[src/rtl/gmw_pkg.sv]
// Shared types and constants for the grid maze walker.
package gmw_pkg;

   localparam int GRID_SIDE = 16;
   localparam int COORD_W   = 4;
   localparam int SPAN      = (GRID_SIDE < 16) ? GRID_SIDE : 16;
   localparam int DEPTH     = SPAN * SPAN;
   localparam int ADDR_W    = (DEPTH > 1) ? $clog2(DEPTH) : 1;

   localparam logic [1:0] KIND_OPEN    = 2'd0;
   localparam logic [1:0] KIND_WALL    = 2'd1;
   localparam logic [1:0] KIND_EXIT    = 2'd2;
   localparam logic [1:0] KIND_UNKNOWN = 2'd3;

   typedef enum logic [2:0] {
      CELL_OPEN  = 3'd0,
      CELL_WALL  = 3'd1,
      CELL_EXIT  = 3'd2,
      CELL_ONCE  = 3'd3,
      CELL_TWICE = 3'd4,
      CELL_HERE  = 3'd5
   } cell_type;

   typedef enum logic [1:0] {
      OP_LOAD  = 2'd0,
      OP_START = 2'd1,
      OP_STEP  = 2'd2
   } op_type;

   typedef enum logic [2:0] {
      ST_LOADED  = 3'd0,
      ST_STARTED = 3'd1,
      ST_REJECT  = 3'd2,
      ST_MOVED   = 3'd3,
      ST_ESCAPED = 3'd4,
      ST_TRAPPED = 3'd5
   } status_type;

   typedef enum logic [1:0] {
      PH_IDLE = 2'd0,
      PH_WALK = 2'd1,
      PH_ESC  = 2'd2,
      PH_TRAP = 2'd3
   } phase_type;

   typedef enum logic [2:0] {
      GMW_IDLE,
      GMW_READ,
      GMW_LAST,
      GMW_DECIDE,
      GMW_MOVE,
      GMW_FINISH
   } state_type;

   typedef struct packed {
      logic [1:0]         operation;
      logic [COORD_W-1:0] row;
      logic [COORD_W-1:0] col;
      logic [1:0]         cell_kind;
   } req_type;

   typedef struct packed {
      logic [COORD_W-1:0] pos_row;
      logic [COORD_W-1:0] pos_col;
      logic [2:0]         status;
   } rsp_type;

endpackage

[src/rtl/grid_maze_walker.sv]
// Grid maze walker: one grid memory, read-modify-write sequencer.
// Takes one request at a time; a step that moves the walker does four neighbour reads and
// two cell writes through the grid memory's one read port and one write port.
// Reset (synchronous, active high) clears the walker, its phase and all cell valid
// bits; a cell never written since reset reads as a wall.
module grid_maze_walker (
   input  logic             clock,
   input  logic             reset,
   input  logic             req_valid,
   output logic             req_stall,
   input  gmw_pkg::req_type req_data,
   output logic             rsp_valid,
   input  logic             rsp_stall,
   output gmw_pkg::rsp_type rsp_data
);
   import gmw_pkg::*;

   logic [2:0]         grid_mem [DEPTH];
   logic [DEPTH-1:0]   cell_vld_ff;
   logic [2:0]         mem_q_ff;
   logic               vld_q_ff;

   logic               mem_we;
   logic [ADDR_W-1:0]  mem_waddr;
   logic [2:0]         mem_wdata;
   logic [ADDR_W-1:0]  mem_raddr;
   logic               mem_re;
   logic               rd_in;
   logic [1:0]         rd_sel;

   state_type          state_ff, state_in;
   req_type            req_ff, req_in;
   phase_type          phase_ff, phase_in;
   logic [COORD_W-1:0] walker_row_ff, walker_row_in;
   logic [COORD_W-1:0] walker_col_ff, walker_col_in;
   logic [COORD_W-1:0] new_row_ff, new_row_in;
   logic [COORD_W-1:0] new_col_ff, new_col_in;
   status_type         status_ff, status_in;
   logic [1:0]         idx_ff, idx_in;
   logic               rd_pend_ff;
   logic [1:0]         rd_sel_ff;
   logic               rd_in_ff;
   logic [2:0]         nb_ff [4];
   logic               rsp_valid_ff, rsp_valid_in;
   rsp_type            rsp_data_ff, rsp_data_in;

   logic               req_take;
   logic [2:0]         rd_value;
   logic [COORD_W:0]   nb_row [4];
   logic [COORD_W:0]   nb_col [4];
   logic               nb_in [4];
   logic               open_hit, once_hit;
   logic [1:0]         open_dir, once_dir;

   function automatic logic coord_ok(input logic [COORD_W:0] r, input logic [COORD_W:0] c);
      coord_ok = (r < (COORD_W+1)'(SPAN)) && (c < (COORD_W+1)'(SPAN));
   endfunction

   function automatic logic [ADDR_W-1:0] cell_addr(input logic [COORD_W-1:0] r,
                                                   input logic [COORD_W-1:0] c);
      logic [2*COORD_W-1:0] lin;
      lin = {{COORD_W{1'b0}}, r} * (2*COORD_W)'(SPAN) + {{COORD_W{1'b0}}, c};
      cell_addr = lin[ADDR_W-1:0];
   endfunction

   assign req_stall = (state_ff != GMW_IDLE);
   assign req_take  = req_valid && !req_stall;
   assign rsp_valid = rsp_valid_ff;
   assign rsp_data  = rsp_data_ff;

   // neighbours in order up, down, right, left
   always_comb begin
      nb_row[0] = {1'b0, walker_row_ff} - (COORD_W+1)'(1);
      nb_col[0] = {1'b0, walker_col_ff};
      nb_row[1] = {1'b0, walker_row_ff} + (COORD_W+1)'(1);
      nb_col[1] = {1'b0, walker_col_ff};
      nb_row[2] = {1'b0, walker_row_ff};
      nb_col[2] = {1'b0, walker_col_ff} + (COORD_W+1)'(1);
      nb_row[3] = {1'b0, walker_row_ff};
      nb_col[3] = {1'b0, walker_col_ff} - (COORD_W+1)'(1);
      for (int k = 0; k < 4; k++) begin
         nb_in[k] = coord_ok(nb_row[k], nb_col[k]);
      end
   end

   // open pass tries up, down, right, left; backtrack pass tries down, up, right, left
   always_comb begin
      open_hit = 1'b1;
      open_dir = 2'd0;
      if (nb_ff[0] == CELL_OPEN) begin
         open_dir = 2'd0;
      end else if (nb_ff[1] == CELL_OPEN) begin
         open_dir = 2'd1;
      end else if (nb_ff[2] == CELL_OPEN) begin
         open_dir = 2'd2;
      end else if (nb_ff[3] == CELL_OPEN) begin
         open_dir = 2'd3;
      end else begin
         open_hit = 1'b0;
      end
      once_hit = 1'b1;
      once_dir = 2'd1;
      if (nb_ff[1] == CELL_ONCE) begin
         once_dir = 2'd1;
      end else if (nb_ff[0] == CELL_ONCE) begin
         once_dir = 2'd0;
      end else if (nb_ff[2] == CELL_ONCE) begin
         once_dir = 2'd2;
      end else if (nb_ff[3] == CELL_ONCE) begin
         once_dir = 2'd3;
      end else begin
         once_hit = 1'b0;
      end
   end

   always_comb begin
      state_in      = state_ff;
      req_in        = req_ff;
      phase_in      = phase_ff;
      walker_row_in = walker_row_ff;
      walker_col_in = walker_col_ff;
      new_row_in    = new_row_ff;
      new_col_in    = new_col_ff;
      status_in     = status_ff;
      idx_in        = idx_ff;
      rsp_valid_in  = rsp_valid_ff && rsp_stall;
      rsp_data_in   = rsp_data_ff;
      mem_we        = 1'b0;
      mem_waddr     = '0;
      mem_wdata     = CELL_WALL;
      mem_re        = 1'b0;
      mem_raddr     = '0;
      rd_in         = 1'b0;
      rd_sel        = 2'd0;

      case (state_ff)
         GMW_IDLE: begin
            if (req_take) begin
               req_in = req_data;
               case (req_data.operation)
                  OP_LOAD: begin
                     mem_we    = coord_ok({1'b0, req_data.row}, {1'b0, req_data.col});
                     mem_waddr = cell_addr(req_data.row, req_data.col);
                     mem_wdata = (req_data.cell_kind == KIND_UNKNOWN) ? CELL_WALL
                                                              : {1'b0, req_data.cell_kind};
                     status_in = ST_LOADED;
                     state_in  = GMW_FINISH;
                  end
                  OP_START: begin
                     if (coord_ok({1'b0, req_data.row}, {1'b0, req_data.col})) begin
                        mem_re    = 1'b1;
                        mem_raddr = cell_addr(req_data.row, req_data.col);
                        rd_in     = 1'b1;
                        rd_sel    = 2'd0;
                        state_in  = GMW_LAST;
                     end else begin
                        status_in = ST_REJECT;
                        state_in  = GMW_FINISH;
                     end
                  end
                  OP_STEP: begin
                     if (phase_ff == PH_WALK) begin
                        idx_in   = 2'd0;
                        state_in = GMW_READ;
                     end else begin
                        status_in = (phase_ff == PH_ESC) ? ST_ESCAPED : ST_TRAPPED;
                        state_in  = GMW_FINISH;
                     end
                  end
                  default: begin
                     status_in = ST_TRAPPED;
                     state_in  = GMW_FINISH;
                  end
               endcase
            end
         end
         GMW_READ: begin
            mem_re    = 1'b1;
            rd_in     = nb_in[idx_ff];
            rd_sel    = idx_ff;
            mem_raddr = rd_in ? cell_addr(nb_row[idx_ff][COORD_W-1:0],
                                          nb_col[idx_ff][COORD_W-1:0]) : '0;
            idx_in    = idx_ff + 2'd1;
            if (idx_ff == 2'd3) begin
               state_in = GMW_LAST;
            end
         end
         GMW_LAST: begin
            state_in = GMW_DECIDE;
         end
         GMW_DECIDE: begin
            state_in = GMW_FINISH;
            if (req_ff.operation == OP_START) begin
               if (nb_ff[0] == CELL_WALL) begin
                  status_in = ST_REJECT;
               end else begin
                  mem_we        = 1'b1;
                  mem_waddr     = cell_addr(req_ff.row, req_ff.col);
                  mem_wdata     = CELL_HERE;
                  walker_row_in = req_ff.row;
                  walker_col_in = req_ff.col;
                  phase_in      = PH_WALK;
                  status_in     = ST_STARTED;
               end
            end else if (nb_ff[0] == CELL_EXIT || nb_ff[1] == CELL_EXIT ||
                         nb_ff[2] == CELL_EXIT || nb_ff[3] == CELL_EXIT) begin
               phase_in  = PH_ESC;
               status_in = ST_ESCAPED;
            end else if (open_hit || once_hit) begin
               // mark the cell left behind, move in next cycle
               mem_we     = 1'b1;
               mem_waddr  = cell_addr(walker_row_ff, walker_col_ff);
               mem_wdata  = open_hit ? CELL_ONCE : CELL_TWICE;
               new_row_in = open_hit ? nb_row[open_dir][COORD_W-1:0]
                                     : nb_row[once_dir][COORD_W-1:0];
               new_col_in = open_hit ? nb_col[open_dir][COORD_W-1:0]
                                     : nb_col[once_dir][COORD_W-1:0];
               state_in   = GMW_MOVE;
            end else begin
               phase_in  = PH_TRAP;
               status_in = ST_TRAPPED;
            end
         end
         GMW_MOVE: begin
            mem_we        = 1'b1;
            mem_waddr     = cell_addr(new_row_ff, new_col_ff);
            mem_wdata     = CELL_HERE;
            walker_row_in = new_row_ff;
            walker_col_in = new_col_ff;
            status_in     = ST_MOVED;
            state_in      = GMW_FINISH;
         end
         GMW_FINISH: begin
            // hold until the response register is free
            if (!rsp_valid_ff || !rsp_stall) begin
               rsp_valid_in        = 1'b1;
               rsp_data_in.pos_row = walker_row_ff;
               rsp_data_in.pos_col = walker_col_ff;
               rsp_data_in.status  = status_ff;
               state_in            = GMW_IDLE;
            end
         end
         default: begin
            state_in = GMW_IDLE;
         end
      endcase
   end

   assign rd_value = (!rd_in_ff || !vld_q_ff) ? CELL_WALL : mem_q_ff;

   always_ff @(posedge clock) begin
      if (mem_we) begin
         grid_mem[mem_waddr] <= mem_wdata;
      end
      if (mem_re) begin
         mem_q_ff <= grid_mem[mem_raddr];
         vld_q_ff <= cell_vld_ff[mem_raddr];
      end
   end

   always_ff @(posedge clock) begin
      if (reset) begin
         cell_vld_ff   <= '0;
         state_ff      <= GMW_IDLE;
         phase_ff      <= PH_IDLE;
         walker_row_ff <= '0;
         walker_col_ff <= '0;
         rsp_valid_ff  <= 1'b0;
         rd_pend_ff    <= 1'b0;
      end else begin
         if (mem_we) begin
            cell_vld_ff[mem_waddr] <= 1'b1;
         end
         state_ff      <= state_in;
         phase_ff      <= phase_in;
         walker_row_ff <= walker_row_in;
         walker_col_ff <= walker_col_in;
         rsp_valid_ff  <= rsp_valid_in;
         rd_pend_ff    <= mem_re;
      end
   end

   always_ff @(posedge clock) begin
      req_ff      <= req_in;
      new_row_ff  <= new_row_in;
      new_col_ff  <= new_col_in;
      status_ff   <= status_in;
      idx_ff      <= idx_in;
      rsp_data_ff <= rsp_data_in;
      if (mem_re) begin
         rd_sel_ff <= rd_sel;
         rd_in_ff  <= rd_in;
      end
      if (rd_pend_ff) begin
         nb_ff[rd_sel_ff] <= rd_value;
      end
   end

endmodule

[config.mk]
export PLATFORM = sky130hd
export DESIGN_NAME = grid_maze_walker
export DESIGN_NICKNAME = d
export VERILOG_FILES = /design/src/rtl/gmw_pkg.sv /design/src/rtl/grid_maze_walker.sv
export SDC_FILE = /design/constraint.sdc
export NUM_CORES = 1
export LEC_CHECK = 0
export ABC_CLOCK_PERIOD_IN_PS = 21600
export BUFFER_PORTS_ARGS = -buffer_cell sky130_fd_sc_hd__buf_2
export CORE_MARGIN = 2
export CORE_UTILIZATION = 35
export DETAILED_ROUTE_END_ITERATION = 6
export PLACE_DENSITY = 0.55
export SYNTH_ARGS = -nofsm -noshare
export SYNTH_HDL_FRONTEND = slang
export SYNTH_SLANG_ARGS = --single-unit
[constraint.sdc]
create_clock -name clock -period 21.6 [get_ports clock]
set_clock_uncertainty 0.1 [all_clocks]
set_input_delay 4.32 -clock clock [delete_from_list [all_inputs] [get_ports clock]]
set_output_delay 4.32 -clock clock [all_outputs]
set_load 0.05 [all_outputs]
Yosys cells after proc, flatten, opt, wreduce, memory -nomap -nowiden --
Memories as Yosys holds them, arrays and structs flattened. A register that Yosys moved wholly into a read port is not among the register bits. Index checks and enable logic that the tools add are counted.
Storage, ports and cells: output and inout bits 13, word-level logic and storage cells 226, bits in registers 309, input port bits 16, memory bits (writable) 780, memories kept 2
Operators by class: reduce and logical (&&, ||, !) cells 32, eq/ne operators 33, bitwise gates (word level) 6, muxes and demuxes 113, order comparisons 10, add/subtract/negate cells 10
Memory list:
- grid_mem | words 256, width 3, rd ports 1, clocked after Yosys merged registers in 1, write ports 1, line grid_maze_walker.sv:18 | logic [2:0] grid_mem [DEPTH];
- nb_ff | words 4, width 3, rd ports 4, clocked after Yosys merged registers in 0, write ports 1, line grid_maze_walker.sv:43 | logic [2:0] nb_ff [4];
Operators with widths (count):
- $or A256 B256 Y256 | 1
- $mux W4 | 18
- $mux W8 | 9
- $bmux W5 S2 | 6
- $mux W3 | 15
- $add A8 B4 Y8 | 5
- $mux W2 | 19
- $eq A3 B2 Y1 const B | 10
- $mux W1 | 30
- $pmux W3 S3 | 3
- $pmux W8 S3 | 1
- $lt A5 B5 Y1 const B | 4
- $lt A8 B9 Y1 const B | 2
- $pmux W3 S6 | 1
- $ne A2 B2 Y1 const B | 8
- $pmux W4 S2 | 2
- $pmux W8 S2 | 1
- $logic_not A3 Y1 | 5
- $add A4 B1 Y5 const B | 2
- $sub A4 B1 Y5 const B | 2
- $ge A3 B3 Y1 const B | 3
- $not A2 Y3 | 3
- $reduce_and A3 Y1 | 3
- $bmux W1 S8 | 1
- 25 further kinds | 50

Longest topological paths before layout --
Gate-level depths: netlist of run 1. An unclocked memory read counts as a cell.
depth after elaboration 16, gate-level depth with buffers 18, gate-level depth less buffers 12

Worst setup path before layout of run 1 --
OpenSTA, ideal clock, no wires.
path kind reg-to-reg, start memory nb_ff[0][1], end memory grid_mem[0][1], data pin, period minus slack after synthesis 13810 ps, data arrival time 11468 ps, path slack 7790 ps, path buffers 0, cell stages (with the launch flop) 5, cells stage by stage edfxtp_1 nor3_2 or2_1 nor3_2 o31ai_1
RTL lines (line):
- start, declared | grid_maze_walker.sv:43
- end, declared | grid_maze_walker.sv:18

Worst setup path in the final report of run 1 --
start input port req_valid, end register mem_q_ff[0], read port of grid_mem, data pin
On the way: word-level cells in the longest chain between the ends 3, elaborated cells between the ends (all ways) 5, those cells by class 4 x mux; 1 x reduce/logical
Ends and longest elaborated chain:
- start, declared | line grid_maze_walker.sv:9 | input logic req_valid,
- $logic_and A1 B1 Y1 (*) | line grid_maze_walker.sv:67 | assign req_take = req_valid && !req_stall;
- $mux W8 / $mux W1 (equally long branches) | line grid_maze_walker.sv:138 | if (req_take) begin
- $pmux W8 S2 / $pmux W1 S2 (equally long branches) | line grid_maze_walker.sv:136 | case (state_ff)
- end, declared | line grid_maze_walker.sv:20 | logic [2:0] mem_q_ff;
Every way passes the cells marked *; elsewhere a longest branch is shown, timed or not. A chain may end at the register's enable or synchronous reset.

==> reports/metrics.csv, run 1 <==
stage,metric,value,unit
clock_network,number of buffers added to fix hold violations after cts,0,
min_path,launch instance of the worst min-delay path,status_ff[1],
clock_network,TritonCTS clock tree,built,
timing,final critical-path share of the clock period,42.6,%
place,placement-stage worst setup slack,11.81,ns
place,HPWL after detailed placement,89400,um
synthesis,cell type contributing the most total cell area after synthesis,edfxtp_1,
synthesis,xor/xnor cell area share of the yosys netlist,0.191,%
synthesis,portion of the post-synthesis area used by sequential elements,65.5,%
critical_path,worst r2r path cells,14,
synthesis,Netlist Area Pre-Place,0.0459,mm^2
place,routability cong.,0.851,
grt,remaining global-route overflow,0,
grt,number of antenna violations at the first check in global routing,5,
critical_path,WP data required,21.98,ns
grt,wire length of the first global-routing pass,226000,um
clock_network,TritonCTS Buffers,114,
cells_and_area,count of nets after finishing,4026,
synthesis,simple-gate portion of the synthesized area,18.2,%
synthesis,share of Yosys cell area claimed by the top area cell type,53.7,%
timing,final setup margin,12.40,ns
die,Die W,366,um
grt,via count of the first global-routing pass,31600,
synthesis,most frequent cells after synthesis,"821 x edfxtp_1, 746 x nor2_1, 673 x nand2_1",
drt,post-detailed-route count of antenna-violating nets,0,
die,die area,0.134,mm^2
clock_network,number of gates given a new drive strength after cts,0,
job,max-cap violations,0,
clock_network,number of sinks driven by the clock tree,1092,
timing,setup violation total in the final timing report,0,
synthesis,ys async rst share,0,%
die,Die Height,366,um
power_and_ir_drop,leakage power,17.2,nW
drt,number of vias per cell,5.69,
power_and_ir_drop,largest voltage drop on the vdd net,0.0000597,V
synthesis,Synth Area in Compound Gates,9.09,%
power_and_ir_drop,PD cells,102,mW/mm^2
critical_path,type of destination of the critical path,register,
drt,Wirelength per Cell,26.5,um
grt,maximum number of pins on one net before global-route repair,194,
synthesis,number of warnings reported in the yosys synthesis log,0,
drt,number of DRC markers in iteration 0,4363,
timing,number of pins exceeding their max-slew limit in the final report,0,
clock_network,number of buffers between clock root and the deepest sink,3,
critical_path,critical register-to-register path startpoint,state_ff[2],
clock_network,clock transition at the register clock pins on the worst setup and hold paths after CTS,0.06,ns
grt,Total Routing Usage GR,22.6,%
timing,Slew headroom,22.2,%
cells_and_area,fraction of final layout cells with drive strength greater than 1,8.84,%
critical_path,CP Cell Sequence,buf_2 > nand2_1 > inv_1 > nand3_1 > and3_4 > buf_4 > buf_4 > mux2i_1 > mux2i_1 > a32oi_1 > a21oi_1 > nor4_1 > a311oi_1 > a211o_1,
cells_and_area,post-route cell area,0.0512,mm^2
clock_network,clock root buffer master,clkbuf_16,
critical_path,kind of launch point of the worst setup path,primary input,
min_path,hold worst-path end,rsp_data[1],
timing,final sum of negative setup slack,0,ns
clock_network,clock insertion delay at the later pin of the skew report,0.74,ns
min_path,Tightest Hold Check Type,register to register,
synthesis,number of standard cells after synthesis,4097,
synthesis,synthesis-stage register bit count,1092,
critical_path,category of the critical setup timing path,primary input to register,
timing,unrepaired setup endpoints after global routing,no,
synthesis,dominant combinational cell family by area after synthesis,simple AND/OR/NAND/NOR gates,
timing,max frequency,109,MHz
drt,Routed Wire Length,155000,um
clock_network,setup fix buffers added after clock tree synthesis,0,
synthesis,mean instance size in the synthesized netlist,11.2,um^2
synthesis,number of enable flip-flop cells after synthesis,821,
synthesis,cell with the most instances after synthesis,edfxtp_1,
die,initial standard-cell utilization of the core,35.4,%
critical_path,cell with the biggest individual delay on the critical path,nor4_1,
drt,router iterations before antenna repair,7,
synthesis,most used flip-flop cell after synthesis,edfxtp_1,
clock_network,level count of the clock H-tree,3,
timing,final count of hold timing violations,0,
timing,transition time at the pin with the least slew margin,1.17,ns
run_status,violations in the final reports,design-rule violations,
critical_path,data arrival time at the worst-slack endpoint,9.58,ns
timing,final critical-path required period,9.20,ns
critical_path,peak fanout along the critical path,53,
synthesis,multiplexer share of the synthesized area,3.28,%
critical_path,flop2flop setup slack,15.22,ns
min_path,number of cells on the worst hold path,0,
die,Std-Cell Rows,132,
synthesis,fraction of the mapped netlist area in adder cells,0.136,%
critical_path,capture instance of the worst register-to-register path,mem_q_ff[0],
cells_and_area,final design utilization,39.4,%
run_status,result of the run,finished with violations,
drt,Vias,33300,
synthesis,number of library cell types mapped by synthesis,92,
place,Buffers on Ports,28,
critical_path,max incr delay on CP,0.79,ns
synthesis,most area-consuming cells after synthesis,"edfxtp_1 54%, dfxtp_1 12%, nor2_1 6.1%, nand2_1 5.5%, mux2i_1 3.0%",
power_and_ir_drop,overall power consumption,5.20,mW
drt,number of remaining DRC errors,5,
cells_and_area,P&R area growth vs syn,11.5,%
die,standard cell core area,0.130,mm^2
synthesis,Syn Nets,4118,
place,Placed Instance Area,0.0473,mm^2
die,num ports,29,
layout make-up:
type | instances | area [um^2]
fill | 12600 | 78600
sequential | 1092 | 30100
multi-input combinational | 2687 | 14300
clock buffer | 164 | 3290
tap | 1742 | 2180
timing repair buffer | 93 | 701
clock inverter | 52 | 576
inverter | 17 | 63.8
antenna | 1 | 2.50
power by group:
part	switching [mW]	internal (mW)	leakage, nW
sequential	0.0299	2.31	10.2
clock	0.857	1.18	1.89
combinational	0.623	0.197	5.12
critical path: cells and delay by family:
family | cells | cell delay [ns]
compound gates | 4 | 0.80
buf+inv | 4 | 1.67
simple gates | 4 | 2.30
mux | 2 | 0.42
layout by cell type (no fill, tap or decap), types with 19 or more instances in the layout:
master     instances
a22oi_1           24
nor4_1            19
buf_4             60
dfxtp_1          271
clkbuf_1          26
nand2b_1          19
edfxtp_1         821
buf_2             27
a311oi_1          30
clkbuf_16        115
nand4_1           34
and3_1            61
clkbuf_8          23
nor2_1           740
mux2i_1          139
a31oi_1           52
a211oi_1          46
a32oi_1           24
nand2_1          672
a21oi_1          170
o21ai_0           50
or2_2             24
a221oi_1          25
nand3_1          248
per-layer routing:
metal	vias up	wire (um)	global-route usage [%]
met5	-	13	0
met3	335	14600	4.23
met4	2	6020	8.55
li1	14600	-	-
met2	1693	69200	34.6
met1	16600	65400	31.6
per-stage QoR:
step	instances	hold slack [ns]
after floorplan	4097	0.300
after global placement	5631	0.302
after detailed placement	5631	0.307
after CTS	5847	0.321
after global routing	5847	0.326
final	5848	0.319
flip-flops by register name, indices dropped and copies added, names as in the netlist, 4 cells and up:
signal / cells
grid_mem: 768
cell_vld_ff: 256
nb_ff: 12
rsp_data: 11
req_ff: 10
new_col_ff: 4
new_row_ff: 4
walker_col_ff: 4
walker_row_ff: 4
logic make-up after synthesis:
logic type / after synthesis
AOI/OAI and AO/OA: 593
xor gates and xnor gates: 10
muxes: 149
buffers and inverters: 318
and+or+nand+nor: 1930
DFF: 1092
adders and majority gates: 5
how the worst max path moves through the flow:
stage	cells after the start	startpoint	to
floorplan	4	nb_ff[0][1]	grid_mem[0][1]
global placement	14	req_valid	mem_q_ff[0]
detailed placement	14	req_valid	mem_q_ff[0]
CTS	14	req_valid	mem_q_ff[0]
global route	14	req_valid	mem_q_ff[0]
finish	14	req_valid	mem_q_ff[0]
Power figures use the tool's default switching activity.
==> run 2, diff against run 1 <==
--- a/config.mk
+++ b/config.mk
@@ -5,12 +5,12 @@
 export SDC_FILE = /design/constraint.sdc
 export NUM_CORES = 1
 export LEC_CHECK = 0
-export ABC_CLOCK_PERIOD_IN_PS = 21600
+export ABC_CLOCK_PERIOD_IN_PS = 8400
 export BUFFER_PORTS_ARGS = -buffer_cell sky130_fd_sc_hd__buf_2
 export CORE_MARGIN = 2
 export CORE_UTILIZATION = 35
 export DETAILED_ROUTE_END_ITERATION = 6
-export PLACE_DENSITY = 0.55
+export PLACE_DENSITY = 0.57
 export SYNTH_ARGS = -nofsm -noshare
 export SYNTH_HDL_FRONTEND = slang
 export SYNTH_SLANG_ARGS = --single-unit
==> constraint.sdc (replaced) <==
create_clock -name clock -period 8.4 [get_ports clock]
set_clock_uncertainty 0.1 [all_clocks]
set_input_delay 1.68 -clock clock [delete_from_list [all_inputs] [get_ports clock]]
set_output_delay 1.68 -clock clock [all_outputs]
set_load 0.05 [all_outputs]
==> run 2 against run 1 <==
  * The run still ends with design-rule violations left
  * Global-route usage decreased by 0.32 points
  * Sequential power rose to 2.6 times the previous value
  * Flip-flop and latch count is the same
  * Wire length fell by 1.8%
  * Non-clock buffer count rose by 2
  * Hold slack about the same
  * Core utilization increased by 0.14 points
  * Via count about the same
  * Die area did not move
  * Clock power grew to 2.6 times the previous value
  * Total power increased to 2.6 times the previous value
  * Critical path type unchanged
  * Largest cell class unchanged
  * Largest power group unchanged
==> reports/metrics.csv, run 2 (synthesized netlist as in run 1, its figures left out) <==
stage,metric,value,unit
critical_path,capture instance of the worst register-to-register path,mem_q_ff[0],
job,max-cap violations,0,
grt,Total Routing Usage GR,22.2,%
clock_network,TritonCTS Buffers,113,
cells_and_area,final design utilization,39.6,%
die,Die W,366,um
timing,max frequency,167,MHz
power_and_ir_drop,Logic pwr share,15.6,%
drt,number of remaining DRC errors,4,
grt,gr busiest metal,met2,
power_and_ir_drop,sequential power share,44.9,%
cells_and_area,"most common cell after layout, fill and taps aside",edfxtp_1,
critical_path,peak fanout along the critical path,58,
power_and_ir_drop,overall power consumption,13.4,mW
timing,worst hold slack across all endpoints,0.320,ns
clock_network,clock insertion delay at the later pin of the skew report,0.75,ns
drt,number of DRC markers in iteration 0,4536,
drt,Wirelength per Cell,26.1,um
timing,final critical-path share of the clock period,71.4,%
cells_and_area,count of nets after finishing,4027,
power_and_ir_drop,clock power share,39.5,%
drt,router iterations before antenna repair,7,
critical_path,category of the critical setup timing path,primary input to register,
critical_path,worst r2r path cells,14,
run_status,result of the run,finished with violations,
place,routability cong.,0.896,
drt,Routed Wire Length,152000,um
grt,global-route track usage on met1,31.1,%
place,Placed Instance Area,0.0475,mm^2
place,placement-stage worst setup slack,1.82,ns
place,Post-Place Cells,5633,
power_and_ir_drop,Net Sw Frac,28.7,%
cells_and_area,post-route cell area,0.0514,mm^2
clock_network,level count of the clock H-tree,3,
critical_path,data arrival time at the worst-slack endpoint,6.38,ns
drt,number of vias per cell,5.69,
cells_and_area,fraction of final layout cells with drive strength greater than 1,9.03,%
critical_path,type of destination of the critical path,register,
die,num ports,29,
run_status,violations in the final reports,design-rule violations,
clock_network,number of buffers between clock root and the deepest sink,3,
drt,post-detailed-route count of antenna-violating nets,0,
timing,Slew headroom,13.7,%
cells_and_area,Multi-input gate area,0.0143,mm^2
grt,via count of the first global-routing pass,31800,
clock_network,TritonCTS clock tree,built,
grt,number of antenna violations at the first check in global routing,2,
timing,unrepaired setup endpoints after global routing,no,
timing,transition time at the pin with the least slew margin,1.28,ns
grt,maximum number of pins on one net before global-route repair,192,
timing,final critical-path required period,6.00,ns
die,Die Height,366,um
timing,final count of hold timing violations,0,
critical_path,kind of launch point of the worst setup path,primary input,
clock_network,number of buffers added to fix hold violations after cts,0,
cells_and_area,flip-flop and latch area,0.0301,mm^2
critical_path,WP data required,8.78,ns
power_and_ir_drop,sw power,3.85,mW
cells_and_area,P&R area growth vs syn,11.9,%
cells_and_area,most frequent cells in the layout,"821 x edfxtp_1, 737 x nor2_1, 672 x nand2_1",
min_path,hold worst-path end,rsp_data[0],
critical_path,critical register-to-register path startpoint,walker_row_ff[0],
timing,setup violation total in the final timing report,0,
cells_and_area,fillers,12500,
place,HPWL after detailed placement,91500,um
critical_path,flop2flop setup slack,2.50,ns
power_and_ir_drop,PD cells,261,mW/mm^2
die,standard cell core area,0.130,mm^2
cells_and_area,max reg flops,768,
power_and_ir_drop,leakage power,17.3,nW
clock_network,number of sinks driven by the clock tree,1092,
min_path,Tightest Hold Check Type,register to register,
place,Buffers on Ports,28,
timing,final sum of negative setup slack,0,ns
die,initial standard-cell utilization of the core,35.4,%
min_path,launch instance of the worst min-delay path,status_ff[0],
die,die area,0.134,mm^2
power_and_ir_drop,Internal Dissipation,9.57,mW
grt,global-route met3 utilization,4.12,%
drt,Vias,33300,
min_path,number of cells on the worst hold path,0,
power_and_ir_drop,largest voltage drop on the vdd net,0.000184,V
cells_and_area,largest registers,"grid_mem: 768 flops, cell_vld_ff: 256 flops, nb_ff: 12 flops",
cells_and_area,register with the highest flop count,grid_mem,
clock_network,clock root buffer master,clkbuf_16,
timing,final setup margin,2.40,ns
cells_and_area,filler-free cell count of the finished design,5850,
grt,remaining global-route overflow,0,
clock_network,number of gates given a new drive strength after cts,0,
grt,met2 capacity usage during global routing,34.3,%
die,Std-Cell Rows,132,
clock_network,setup fix buffers added after clock tree synthesis,0,
timing,number of pins exceeding their max-slew limit in the final report,0,
grt,wire length of the first global-routing pass,223000,um
clock_network,clock transition at the register clock pins on the worst setup and hold paths after CTS,0.06,ns
-- run 2: layout make-up --
| class | instances | area share (%) |
|---|---|---|
| antenna | 1 | 0.00487 |
| clock buffer | 159 | 6.34 |
| timing repair buffer | 95 | 1.63 |
| inverter | 17 | 0.124 |
| tap | 1742 | 4.24 |
| sequential | 1092 | 58.5 |
| multi-input combinational | 2687 | 27.8 |
| clock inverter | 57 | 1.29 |
-- run 2: worst max-delay path by stage --
stage                                 to  cells after the start  slack (ns)   startpoint
after global placement       mem_q_ff[0]                     14        1.84    req_valid
after global routing         mem_q_ff[0]                     14        2.27    req_valid
after detailed placement     mem_q_ff[0]                     14        1.82    req_valid
after floorplan           grid_mem[0][1]                      4        2.82  nb_ff[0][1]
after CTS                    mem_q_ff[0]                     14        2.60    req_valid
final                        mem_q_ff[0]                     14        2.40    req_valid
-- run 2: metal layers --
layer,share of wire (%),vias to the layer above,wire (um)
li1,-,14600,-
met1,42,16600,63700
met2,45,1701,68500
met3,9.5,318,14400
met4,3.7,0,5700
met5,0,-,0
-- run 2: power by group through the flow --
| stage | combinational (mW) | clock (mW) | sequential, mW |
|---|---|---|---|
| floorplan | 1.27 | 0 | 6.13 |
| global placement | 2.05 | 0 | 6.14 |
| detailed placement | 2.05 | 0 | 6.14 |
| CTS | 2.06 | 5.35 | 6.03 |
| global route | 2.19 | 5.56 | 6.04 |
| finish | 2.09 | 5.30 | 6.03 |
-- run 2: worst max-delay path, stage by stage --
cell and delay (ns):
buf_2 0.12, nand2_1 0.12, inv_1 0.31, nand3_1 0.20
buf_4 0.25, and3_4 0.70, buf_4 0.76, mux2i_1 0.26
mux2i_1 0.12, a32oi_1 0.21, a21oi_1 0.10, nor4_1 0.99
a311oi_1 0.10, a211o_1 0.34
